==> config.mk <==
export PLATFORM = sky130hd
export DESIGN_NAME = cbdu_out_fifo
export DESIGN_NICKNAME = d
export VERILOG_FILES = /design/src/sv/cbdu_pkg.sv /design/src/sv/cbdu_out_fifo.sv
export VERILOG_INCLUDE_DIRS = /design/src /design/src/sv
export SDC_FILE = /design/constraint.sdc
export NUM_CORES = 1
export LEC_CHECK = 0
export BUFFER_PORTS_ARGS = -buffer_cell sky130_fd_sc_hd__buf_2
export CAP_MARGIN = 20
export CELL_PAD_IN_SITES_DETAIL_PLACEMENT = 1
export CELL_PAD_IN_SITES_GLOBAL_PLACEMENT = 1
export CORE_MARGIN = 3
export CORE_UTILIZATION = 48
export CTS_BUF_LIST = sky130_fd_sc_hd__clkbuf_4 sky130_fd_sc_hd__clkbuf_8
export DETAILED_ROUTE_END_ITERATION = 8
export PLACE_DENSITY = 0.84
export SLEW_MARGIN = 15
export SYNTH_ARGS = -nofsm -noshare
export SYNTH_HDL_FRONTEND = slang
export SYNTH_SLANG_ARGS = --single-unit
==> constraint.sdc <==
create_clock -name clock -period 3.8 [get_ports clock]
set_input_delay 0.95 -clock clock [delete_from_list [all_inputs] [get_ports clock]]
set_output_delay 0.95 -clock clock [all_outputs]
set_load 0.01 [all_outputs]
==> src/sv/cascaded_box_downsampler_unit_macros.svh <==
// assertion macros for the downsampler rtl
`ifndef CASCADED_BOX_DOWNSAMPLER_UNIT_MACROS_SVH
`define CASCADED_BOX_DOWNSAMPLER_UNIT_MACROS_SVH

`ifndef SYNTH
`define CBDU_ASSERT(label, clk, rst, prop) \
   label: assert property (@(posedge clk) disable iff (rst) prop) \
      else $error("cbdu assertion failed");
`define CBDU_NEVER(label, clk, rst, expr) \
   label: assert property (@(posedge clk) disable iff (rst) !(expr)) \
      else $error("cbdu forbidden condition seen");
`else
`define CBDU_ASSERT(label, clk, rst, prop)
`define CBDU_NEVER(label, clk, rst, expr)
`endif

`endif

==> src/sv/cbdu_pkg.sv <==
// shared types and constants of the cascaded box downsampler
`timescale 1ns / 1ps
package cbdu_pkg;
   localparam int CHAN_W     = 8;
   localparam int NUM_CHAN   = 4;
   localparam int DIM_W      = 13;
   localparam int CNT_W      = 14;
   localparam int SUM_W      = 9;
   localparam int CHCNT_W    = 3;
   localparam int CSR_IDX_W  = 2;
   localparam int CSR_DATA_W = 13;
   localparam int MAX_WIDTH  = 4096;
   localparam int MAX_HEIGHT = 4096;
   localparam int MAX_LEVELS = 12;

   typedef enum logic [CSR_IDX_W-1:0] {
      CSR_IMAGE_WIDTH,
      CSR_IMAGE_HEIGHT,
      CSR_CHANNEL_COUNT,
      CSR_MAX_DIMENSION
   } csr_index_type;

   // one pixel moving between levels
   typedef struct packed {
      logic [NUM_CHAN-1:0][CHAN_W-1:0] chan;
      logic                            last;
   } pix_type;

   // per level geometry
   typedef struct packed {
      logic [DIM_W-1:0] in_w;
      logic [DIM_W-1:0] in_h;
      logic [DIM_W-1:0] out_w;
      logic [DIM_W-1:0] out_h;
      logic             active;
   } lvl_cfg_type;
endpackage

==> src/sv/cbdu_out_fifo.sv <==
// two entry result queue that decouples the pipeline from the consumer
`timescale 1ns / 1ps
`include "cascaded_box_downsampler_unit_macros.svh"
module cbdu_out_fifo (
   input  logic              clock,
   input  logic              reset,
   input  logic              push,
   input  cbdu_pkg::pix_type push_pix,
   output logic              space,
   input  logic              pop_ready,
   output logic              out_valid,
   output cbdu_pkg::pix_type out_pix
);
   import cbdu_pkg::*;

   localparam logic [1:0] FifoDepth = 2'd2;

   pix_type    entry_ff [2];
   logic       wr_ptr_ff, rd_ptr_ff;
   logic [1:0] count_ff;
   logic       pop;

   always_comb begin
      space     = count_ff != FifoDepth;
      out_valid = count_ff != 2'd0;
      out_pix   = entry_ff[rd_ptr_ff];
      pop       = out_valid && pop_ready;
   end

   // pointers and fill level
   always_ff @(posedge clock) begin
      if (reset) begin
         wr_ptr_ff <= 1'b0;
         rd_ptr_ff <= 1'b0;
         count_ff  <= 2'd0;
      end else begin
         if (push) begin
            wr_ptr_ff <= !wr_ptr_ff;
         end
         if (pop) begin
            rd_ptr_ff <= !rd_ptr_ff;
         end
         if (push && !pop) begin
            count_ff <= count_ff + 2'd1;
         end else if (pop && !push) begin
            count_ff <= count_ff - 2'd1;
         end
      end
   end

   // storage
   always_ff @(posedge clock) begin
      if (push) begin
         entry_ff[wr_ptr_ff] <= push_pix;
      end
   end

   `CBDU_NEVER(a_no_overflow, clock, reset, push && (count_ff == FifoDepth) && !pop)
   `CBDU_ASSERT(a_fill_up, clock, reset, (push && !pop) |=> (count_ff == $past(count_ff) + 2'd1))
   `CBDU_ASSERT(a_drain, clock, reset, (pop && !push) |=> (count_ff == $past(count_ff) - 2'd1))
endmodule

# --- Word level (Yosys, flattened, before mapping) ---
# Memory sizes are Yosys's and may differ from the RTL's. A register that Yosys moved wholly into a read port is not among the register bits.
# Cells that the tools add are included.
word_totals:
  reg_bits: 4
  memories: 1
  in_bits: 37
  word_cells: 22
  out_inout_bits: 35
  mem_bits_rw: 66
classes:
  n_reduce_logical: 9
  addsub: 2
  mux: 6
  eq_ne: 1
memory_table:
  columns: ["name", "depth", "word_bits", "rd", "rd_clocked_by_memory_dff", "write_ports", "line_no", "rtl"]
  rows:
  - ["entry_ff", 2, 33, 1, 1, 1, "cbdu_out_fifo.sv:18", "pix_type entry_ff [2];"]
ops:
  columns: ["cell", "n"]
  rows:
  - ["1-bit zero test", 4]
  - ["1-bit 2-to-1 mux", 4]
  - ["2-bit 2-to-1 mux", 2]
  - ["2-bit nonzero test", 2]
  - ["1-bit logical AND", 3]
  - ["2-bit by 1-bit adder with 2-bit output (second input constant)", 1]
  - ["2-bit inequality test (second input constant)", 1]
  - ["2-bit by 1-bit subtractor with 2-bit output (second input constant)", 1]

# --- Logic depth before layout (Yosys ltp) ---
logic_depth:
  depth_word: 5
  ltp_mapped: 5
  depth_no_buf: 5

# --- Least setup slack after synthesis ---
# Ideal clock, no wire load.
synth_path:
  path_type: "input -> register"
  startpoint: "input port push"
  endpoint: "memory entry_ff[0][0] (netlist bit), enable pin"
  required_time_ns: 3.373
  setup_time_ns: 0.427
  n_path_buf: 0
  setup_slack_ns: 0.933
  path_stages: 1
  arrival_time_ns: 2.440
  cell_sequence: "nor2b_1"
synth_via:
  elab_chain_cells: 2
synth_rtl:
  columns: ["item", "line_no", "rtl"]
  rows:
  - ["start: declaration", "cbdu_out_fifo.sv:7", "input logic push,"]
  - ["1-bit 2-to-1 mux", "cbdu_out_fifo.sv:53", "if (push) begin"]
  - ["1-bit 2-to-1 mux (implied by the code)", "cbdu_out_fifo.sv:54", "entry_ff[wr_ptr_ff] <= push_pix;"]
  - ["end: declaration", "cbdu_out_fifo.sv:18", null]
# No other way between the ends.

==> results.json <==
{
  "synth_top_area_share_pct": 76.7,
  "cts.clk_slew.worst_paths_ps": 70,
  "gr-usage-met2_pct": 29.9,
  "crit_family": "flip-flops",
  "tns_ps": 0,
  "power_per_cell_area_nw_per_um2": 609,
  "cts_setup_buffers": 0,
  "grtUsageTotal_pct": 17.3,
  "firstDrtPassIters": 4,
  "yosys.area_share.simple_pct": 1.79,
  "period_needed_ps": 2990,
  "drv_cap": 0,
  "path_cells": "buf_4 -> mux2_2 -> buf_2",
  "insertion_delay_ps": 330,
  "p_comb_share_pct": 23.5,
  "rows": 26,
  "use_met3_pct": 5.42,
  "io_buffer_count": 71,
  "top_usage_layer": "met2",
  "fp.dieArea_um2": 6300,
  "cts_sinks": 71,
  "synth.avg_cell_area_um2": 20.7,
  "die_h_um": 79.4,
  "viasPerCell": 4.89,
  "numCtsBuffers": 9,
  "drc": 0,
  "slew-limit-headroom_pct": 35.3,
  "p_total_mw": 1.95,
  "antenna_found_initial": 0,
  "critical_path_class": "register to output pin",
  "rsz0062_at_grt": "no",
  "drtIter0Drc": 71,
  "start_kind": "register",
  "tritoncts": "done",
  "min_path_type": "register to register",
  "grt_pass1_vias": 1583,
  "finalInstanceArea_um2": 3200,
  "setup_viol": 0,
  "cts_buffer_depth": 2,
  "synthAdderAreaFrac_pct": 0.484,
  "worstMarginPinSlew_ps": 969,
  "seq_power_share_pct": 50.2,
  "synth_cells": 125,
  "cp_slowest_cell": "dfxtp_1",
  "vias": 1370,
  "synth_top_family_by_area": "multiplexers",
  "nets": 243,
  "yosys_warnings": 0,
  "synth_xor_area_share_pct": 1.36,
  "place_ws_ps": 1150,
  "cp-end-kind": "output pin",
  "nFillCells": 489,
  "area_growth_pct": 23.7,
  "period_share_pct": 78.6,
  "clockPowerShare_pct": 26.3,
  "final_cells": 280,
  "syn_area_um2": 2580,
  "start_util_pct": 50.0,
  "crit_required_ps": 2850,
  "switching_share_pct": 27.3,
  "critPathMaxStageDelay_ps": 800,
  "htreeDepth": 3,
  "yosysSeqAreaShare_pct": 80.5,
  "final_core_util_pct": 61.8,
  "core_area_um2": 5170,
  "finalClockSkew_ps": 7.06,
  "netlist-cell-type-count": 16,
  "grt_max_degree": 34,
  "dpl.hpwl_mm": 3.40,
  "total_leakage_power_nw": 1.21,
  "ctsHoldBuffers": 0,
  "synthTopCellsByArea": "edfxtp_1 77%, mux2_2 14%, dfxtp_1 3.9%, xor2_1 1.0%, buf_2 0.58%",
  "drive_gt1_share_pct": 59.0,
  "max_freq_mhz": 335,
  "power_switching_uw": 532,
  "cp_data_arrival_time_ps": 2040,
  "yosysTopAreaCell": "edfxtp_1",
  "holdWs_ps": 526,
  "synthMuxAreaShare_pct": 14.4,
  "cts-resized-gates": 0,
  "clockRootBuffer": "clkbuf_8",
  "wl_mm": 4.95,
  "cp_max_fo": 17,
  "internal_power_mw": 1.42,
  "gp_congestion": 0.646,
  "ys_seq_elements": 71,
  "synth_compound_area_share_pct": 0.581,
  "chipWidth_um": 79.4,
  "path_buf_inv": 2,
  "final-hold-violation-count": 0,
  "ir_drop_v": 0.000449,
  "grt_pass1_wl_mm": 7.90,
  "placed_cell_area_um2": 3030,
  "synth_nets": 163,
  "antenna_cells": 0,
  "status": "finished clean",
  "setup_slack_ps": 814,
  "ioPinCount": 72,
  "met1_usage_pct": 19.6,
  "placed_cells": 264,
  "grt-ovfl-total": 0,
  "report.final.slew_viol_count": 0,
  "postRouteAntennaNets": 0,
  "wire_per_inst_um": 17.7
}
## path summary, 6_finish.rpt
check                            startpoint           to  slack, ps  depth (start not counted)
worst min register to register  count_ff[1]  count_ff[1]        530                          2
worst min-delay path            count_ff[1]  count_ff[1]        530                          2
worst max-delay path               register  out_pix[29]        810                          3
worst max register to register  count_ff[0]  count_ff[1]       2200                          4
## cell families (layout without fill, tap and decap cells)
group,after synthesis,in the layout
mux,33,33
flops,71,71
simple gates,9,9
xor+xnor,4,4
fa+ha+maj,1,1
buf+inv,4,89
compound gates,3,3
## layout make-up
| cell class | instances | area, um2 | share of cell area, % |
|---|---|---|---|
| Tap cell | 70 | 87.6 | 2.74 |
| Sequential cell | 71 | 2080 | 65.1 |
| Clock inverter | 4 | 22.5 | 0.705 |
| Timing Repair Buffer | 73 | 370 | 11.6 |
| Multi-Input combinational cell | 50 | 488 | 15.3 |
| Clock buffer | 12 | 146 | 4.58 |
## worst reg2reg max path, cell delays in order, from the launching register on
cell and delay, ps:
dfxtp_1 350, o21ai_0 350, ha_1 340, or3_1 360, a21oi_1 140
## power groups by stage
| stage | sequential [mW] | clock (mW) | combinational (mW) |
|---|---|---|---|
| after detailed placement | 0.996 | 0 | 0.462 |
| after CTS | 0.980 | 0.530 | 0.466 |
| after global placement | 0.988 | 0 | 0.442 |
| after global routing | 0.988 | 0.570 | 0.502 |
| after floorplan | 0.960 | 0 | 0.319 |
| final | 0.977 | 0.512 | 0.458 |
## registers in the layout, summed over array words and instances (netlist names), named ones only
signal / count
count_ff: 2
wr_ptr_ff: 1
entry_ff: 66
rd_ptr_ff: 1
## Yosys cell counts
master	n
edfxtp_1	66
mux2_2	33
dfxtp_1	5
nor2_1	4
buf_2	3
xor2_1	3
o21ai_0	2
a21oi_1	1
and2_1	1
buf_4	1
ha_1	1
nand2b_1	1
nor2b_1	1
or2_2	1
or3_1	1
xnor2_1	1
## routing by layer
layer	wire [um]	vias up
met1	1980	671
met2	2610	47
met4	72	0
li1	-	645
met5	0	-
met3	294	7
## cells in the final DEF (no fill, tap or decap), types with 2 or more instances in the layout
cell type / count
buf_2: 71
buf_4: 2
clkbuf_4: 3
clkbuf_8: 9
clkinv_2: 3
dfxtp_1: 5
edfxtp_1: 66
mux2_2: 33
nor2_1: 4
o21ai_0: 2
xor2_1: 3
Power figures use the tool's default switching activity.
